`src/rtl/core/ttlkc_pkg.sv`:
```
// Package for the expiring-entry cache table: widths, codes, command/status structs.
`default_nettype none
package ttlkc_pkg;
   localparam int ENTRIES_DEFAULT = 64;
   localparam int KEY_W = 64;
   localparam int FAM_W = 8;
   localparam int VAL_W = 64;
   localparam int TIME_W = 64;
   localparam int TTL_W = 31;
   localparam int CNT_W = 32;
   localparam int PCT_W = 7;
   localparam int PURGE_W = 7;
   localparam int MS_PER_S = 1000;
   localparam int PCT_SCALE = 100;

   typedef enum logic [1:0] {
      KIND_INSERT = 2'd0,
      KIND_LOOKUP = 2'd1,
      KIND_PURGE  = 2'd2,
      KIND_QUERY  = 2'd3
   } kind_type;

   // controller -> datapath
   typedef struct packed {
      logic load;       // capture request
      logic scan_start; // reset scan index
      logic scan_step;  // examine one entry
      logic do_update;  // overwrite matched entry
      logic do_evict;   // move last entry into victim slot
      logic do_append;  // write new entry at count
      logic purge_fin;  // commit kept count
      logic hit;        // bump hit counter
      logic miss;       // bump miss counter
      logic div_start;
      logic rsp_load;
   } cmd_type;

   // datapath -> controller
   typedef struct packed {
      kind_type kind;
      logic     scan_done;  // scan index reached count
      logic     match;      // current read entry matches
      logic     live;       // current read entry not expired
      logic     full;
      logic     div_done;
   } sts_type;
endpackage
`default_nettype wire

```
`src/rtl/core/ttlkc_ctrl.sv`:
```
// Controller: sequences scan, write-back, counter update, divide and response handshake.
`default_nettype none
module ttlkc_ctrl (
   input  wire logic               clock,
   input  wire logic               reset,
   input  wire logic               req_valid,
   output logic                    req_ready,
   output logic                    rsp_valid,
   input  wire logic               rsp_ready,
   input  wire ttlkc_pkg::sts_type sts,
   output ttlkc_pkg::cmd_type      cmd
);
   import ttlkc_pkg::*;

   typedef enum logic [7:0] {
      ST_IDLE  = 8'b0000_0001,
      ST_PREP  = 8'b0000_0010,
      ST_SCAN  = 8'b0000_0100,
      ST_VSCAN = 8'b0000_1000,
      ST_WRITE = 8'b0001_0000,
      ST_APPND = 8'b0010_0000,
      ST_DIV   = 8'b0100_0000,
      ST_RESP  = 8'b1000_0000
   } state_type;

   state_type state_ff, state_in;
   logic      found_ff, found_in;

   always_comb begin
      state_in = state_ff;
      found_in = found_ff;
      cmd = '0;
      unique case (state_ff)
         ST_IDLE: begin
            if (req_valid) begin
               cmd.load = 1'b1;
               state_in = ST_PREP;
            end
         end
         ST_PREP: begin
            cmd.scan_start = 1'b1;
            found_in = 1'b0;
            state_in = ST_SCAN;
         end
         ST_SCAN: begin
            // stop at the first match for insert, lookup and query; the matched entry stays read
            if (sts.match && !found_ff && sts.kind != KIND_PURGE) begin
               found_in = 1'b1;
               state_in = ST_WRITE;
            end else if (sts.scan_done) begin
               state_in = ST_WRITE;
            end else begin
               cmd.scan_step = 1'b1;
            end
         end
         ST_VSCAN: begin
            if (sts.scan_done) begin
               cmd.do_evict = 1'b1;
               state_in = ST_APPND;
            end else begin
               cmd.scan_step = 1'b1;
            end
         end
         ST_WRITE: begin
            unique case (sts.kind)
               KIND_INSERT: begin
                  if (found_ff) begin
                     cmd.do_update = 1'b1;
                     state_in = ST_DIV;
                  end else if (sts.full) begin
                     cmd.scan_start = 1'b1;
                     state_in = ST_VSCAN;
                  end else begin
                     state_in = ST_APPND;
                  end
               end
               KIND_LOOKUP: begin
                  cmd.hit = found_ff && sts.live;
                  cmd.miss = !(found_ff && sts.live);
                  cmd.rsp_load = 1'b1;
                  cmd.div_start = 1'b1;
                  state_in = ST_DIV;
               end
               KIND_PURGE: begin
                  cmd.purge_fin = 1'b1;
                  state_in = ST_DIV;
               end
               default: state_in = ST_DIV;
            endcase
            if (sts.kind != KIND_LOOKUP && !(sts.kind == KIND_INSERT && !found_ff)) begin
               cmd.rsp_load = 1'b1;
               cmd.div_start = 1'b1;
            end
         end
         ST_APPND: begin
            cmd.do_append = 1'b1;
            cmd.rsp_load = 1'b1;
            cmd.div_start = 1'b1;
            state_in = ST_DIV;
         end
         ST_DIV: begin
            if (sts.div_done) state_in = ST_RESP;
         end
         ST_RESP: begin
            if (rsp_ready) state_in = ST_IDLE;
         end
         default: state_in = ST_IDLE;
      endcase
   end

   always_ff @(posedge clock) begin
      if (reset) begin
         state_ff <= ST_IDLE;
         found_ff <= 1'b0;
      end else begin
         state_ff <= state_in;
         found_ff <= found_in;
      end
   end

   assign req_ready = state_ff == ST_IDLE;
   assign rsp_valid = state_ff == ST_RESP;

   // checks on the sequencer
   a_onehot: assert property (@(posedge clock) disable iff (reset) $onehot(state_ff))
      else $error("state not one-hot");
   a_excl: assert property (@(posedge clock) disable iff (reset) !(req_ready && rsp_valid))
      else $error("accept while result pending");
   a_hitmiss: assert property (@(posedge clock) disable iff (reset) !(cmd.hit && cmd.miss))
      else $error("hit and miss together");
   a_resp: assert property (@(posedge clock) disable iff (reset)
      (rsp_valid && !rsp_ready) |=> rsp_valid)
      else $error("result dropped");
endmodule
`default_nettype wire

```
`config.mk`:
```
export PLATFORM = sky130hd
export DESIGN_NAME = ttlkc_ctrl
export DESIGN_NICKNAME = d
export VERILOG_FILES = /design/src/rtl/core/ttlkc_pkg.sv /design/src/rtl/core/ttlkc_ctrl.sv
export SDC_FILE = /design/constraint.sdc
export NUM_CORES = 1
export LEC_CHECK = 0
export BUFFER_PORTS_ARGS = -buffer_cell sky130_fd_sc_hd__buf_2
export CAP_MARGIN = 5
export CORE_ASPECT_RATIO = 1.1
export CORE_MARGIN = 1
export CORE_UTILIZATION = 45
export DETAILED_ROUTE_END_ITERATION = 8
export MAX_ROUTING_LAYER = met4
export PLACE_DENSITY = 0.71
export SETUP_SLACK_MARGIN = 0.3
export SLEW_MARGIN = 10
export SYNTH_ARGS = -nofsm -noshare
export SYNTH_HDL_FRONTEND = slang
export SYNTH_SLANG_ARGS = --single-unit
```
`constraint.sdc`:
```
create_clock -name clock -period 4.45 [get_ports clock]
set_input_delay 1.1125 -clock clock [delete_from_list [all_inputs] [get_ports clock]]
set_output_delay 1.1125 -clock clock [all_outputs]
set_load 0.05 [all_outputs]
```
==> results.py <==
metrics = {
    "run_status": {
        "status": "completed",
    },
    "clock_tree": {
        "cts.sinks": 9,
        "hold_buffers": 0,
        "cts_buffers": 3,
        "cts_htree_levels": 1,
        "path_clk_slew_ns": 0.06,
        "cts.repair.resized": 0,
        "cts_tree": "built",
        "clock_latency_ns": 0.25,
        "clock_tree.buffer_depth": 2,
        "post_cts_buffers": 0,
        "cts_root_buf": "clkbuf_4",
    },
    "grt": {
        "gr-usage-met1_pct": 24.5,
        "grt-ovfl-total": 0,
        "grt_max_degree": 8,
        "grt_util_met2_pct": 38.0,
        "grt_pass1_wl_mm": 2.47,
        "antenna_found_initial": 0,
        "track_usage_pct": 21.7,
        "use_met3_pct": 3.19,
        "top_usage_layer": "met2",
        "grt_pass1_vias": 595,
    },
    "yosys": {
        "synth_warnings": 0,
        "syn-instance-count": 78,
        "synthMuxAreaShare_pct": 0,
        "synth_edf_count": 0,
        "synth_area_um2": 663,
        "ys.flop_type": "dfxtp_1",
        "syn_avg_cell_area_um2": 8.50,
        "synthSimpleGateAreaFrac_pct": 44.7,
        "synth_top_family_by_area": "simple AND/OR/NAND/NOR gates",
        "synth-xor-area-share_pct": 3.96,
        "yosysSeqAreaShare_pct": 27.2,
        "synth_compound_area_share_pct": 19.6,
        "async_reset_ff_share_pct": 0,
        "synthAdderAreaFrac_pct": 0,
        "yosysTopAreaCell": "dfxtp_1",
        "ys_types": 36,
        "ys_ff_latch": 9,
        "syn_nets": 89,
        "synth.top_cell.area_share_pct": 27.2,
        "synthTopCellsByArea": "dfxtp_1 27%, nor4_4 6.4%, nor2_1 4.5%",
    },
    "placement": {
        "dp_slack_ns": 0.980,
        "port_buffers": 23,
        "hpwlAfterDp_mm": 1.24,
        "place_congestion": 0.918,
    },
    "floorplan": {
        "rows": 14,
        "die_x_um": 38.6,
        "ioPinCount": 24,
        "start_util_pct": 48.5,
        "die_h_um": 42.3,
        "core_um2": 1370,
        "dieArea_um2": 1630,
    },
    "setup_path": {
        "crit_fanout": 7,
        "crit_required_ns": 3.34,
        "crit_path_start_kind": "primary input",
        "regToRegSetupSlack_ns": 2.68,
        "critPathKind": "in2out",
        "crit_arrival_ns": 2.37,
        "endpoint_kind": "output pin",
    },
    "detailed_routing": {
        "route.detailed.drc": 0,
        "drtPass1Iterations": 4,
        "drt-wirelength-per-cell_um": 13.2,
        "vias": 670,
        "vias_per_cell": 5.58,
        "wl_mm": 1.59,
        "drtIter0Drc": 12,
        "drtAntennaViolNets": 0,
    },
    "timing": {
        "setup-tns-final_ns": 0,
        "worstMarginPinSlew_ns": 0.416,
        "final.setup.worst_slack_ns": 0.964,
        "report.final.slew_viol_count": 0,
        "hold_viol_final": 0,
        "fin_crit_sh_pct": 78.3,
        "relSlewSlack_pct": 72.0,
        "fmax_ghz": 0.287,
        "setup_viol": 0,
        "rsz0062_at_grt": "no",
        "timing.final.crit_period_ns": 3.49,
        "clock_skew_ns": 0.00224,
        "whs_ns": 0.582,
    },
    "final_layout": {
        "drive_gt1_share_pct": 34.6,
        "multi_input_area_um2": 453,
        "fillCellCount": 129,
        "seq_area_um2": 180,
        "diodes": 0,
        "nets": 116,
        "area_growth_pct": 23.2,
    },
    "min_path": {
        "hp-class": "reg2reg",
    },
    "power_and_ir_drop": {
        "leakage_nw": 0.367,
        "ir_worst_vdd_v": 0.000333,
        "powerDensity_nw_per_um2": 381,
    },
    "flow_run": {
        "maxCapViolCount": 0,
    },
}
## power by group
part | internal (mW) | switching [mW] | leakage, nW
clock | 0.0344 | 0.0261 | 0.0150
combinational | 0.0459 | 0.101 | 0.279
sequential | 0.0888 | 0.0147 | 0.0731
total | 0.169 | 0.142 | 0.367
## stage by stage
stage / cell area [um2] / utilization [%] / power (mW) / cells
detailed placement: 791 / 57.9 / 0.247 / 116
global placement: 791 / 57.9 / 0.244 / 116
global route: 817 / 59.8 / 0.324 / 120
finish: 817 / 59.8 / 0.311 / 120
floorplan: 663 / - / 0.214 / 78
CTS: 817 / 59.8 / 0.310 / 120
## cells by family after synthesis
kind of cell / Yosys count
xor gates and xnor gates: 3
and+or+nand+nor: 42
DFF: 9
AOI/OAI and AO/OA: 17
buffers and inverters: 7
## registers in the layout, indices dropped and copies added, names as in the netlist
name      cells
found_ff      1
state_ff      8
## placed cells by master (no fill, tap or decap), drive strengths merged, types with 2 or more instances in the layout
| master | n |
|---|---|
| nor2 | 9 |
| nand4b | 3 |
| dfxtp | 9 |
| inv | 6 |
| nand2 | 4 |
| nand3 | 5 |
| a21oi | 4 |
| o21ai | 5 |
| nand4 | 2 |
| xor2 | 3 |
| nor4 | 4 |
| nor3b | 2 |
| nand2b | 2 |
| nor3 | 3 |
| buf | 23 |
| clkbuf | 4 |
## worst max-delay path: stages
cell and delay, ns:
buf_2 0.12, nand2b_1 0.18, a31o_2 0.28, a211oi_4 0.35, buf_2 0.33
## final timing paths
path                                  start     endpoint  cells past startpoint
worst max-delay path                 sts[5]       cmd[8]                      5
worst min register to register     found_ff     found_ff                      2
worst max register to register  state_ff[6]  state_ff[3]                      5
worst min-delay path               found_ff     found_ff                      2
## layer usage
layer / wire length (um) / vias to the layer above
li1: - / 337
met1: 681 / 306
met2: 819 / 25
met3: 79 / 2
met4: 6 / 0
met5: 0 / -
## synthesized netlist by cell type (all sizes together) (2+ instances only)
library cell and count:
nand2b 2, nand3 5, nand4b 3, inv 6
nand4 2, dfxtp 9, nor2 9, xor2 3
o21ai 5, nor4 4, nor3b 2, a21oi 4
nand2 4, nor3 3
## final cells by class
class,count,share of cell area [%]
clock buffers,4,3.22
inverters,6,2.76
multi-input cells,62,55.4
flip-flops and latches,9,22.1
well taps,16,2.45
repair buffers,23,14.1
Power figures use the tool's default switching activity.
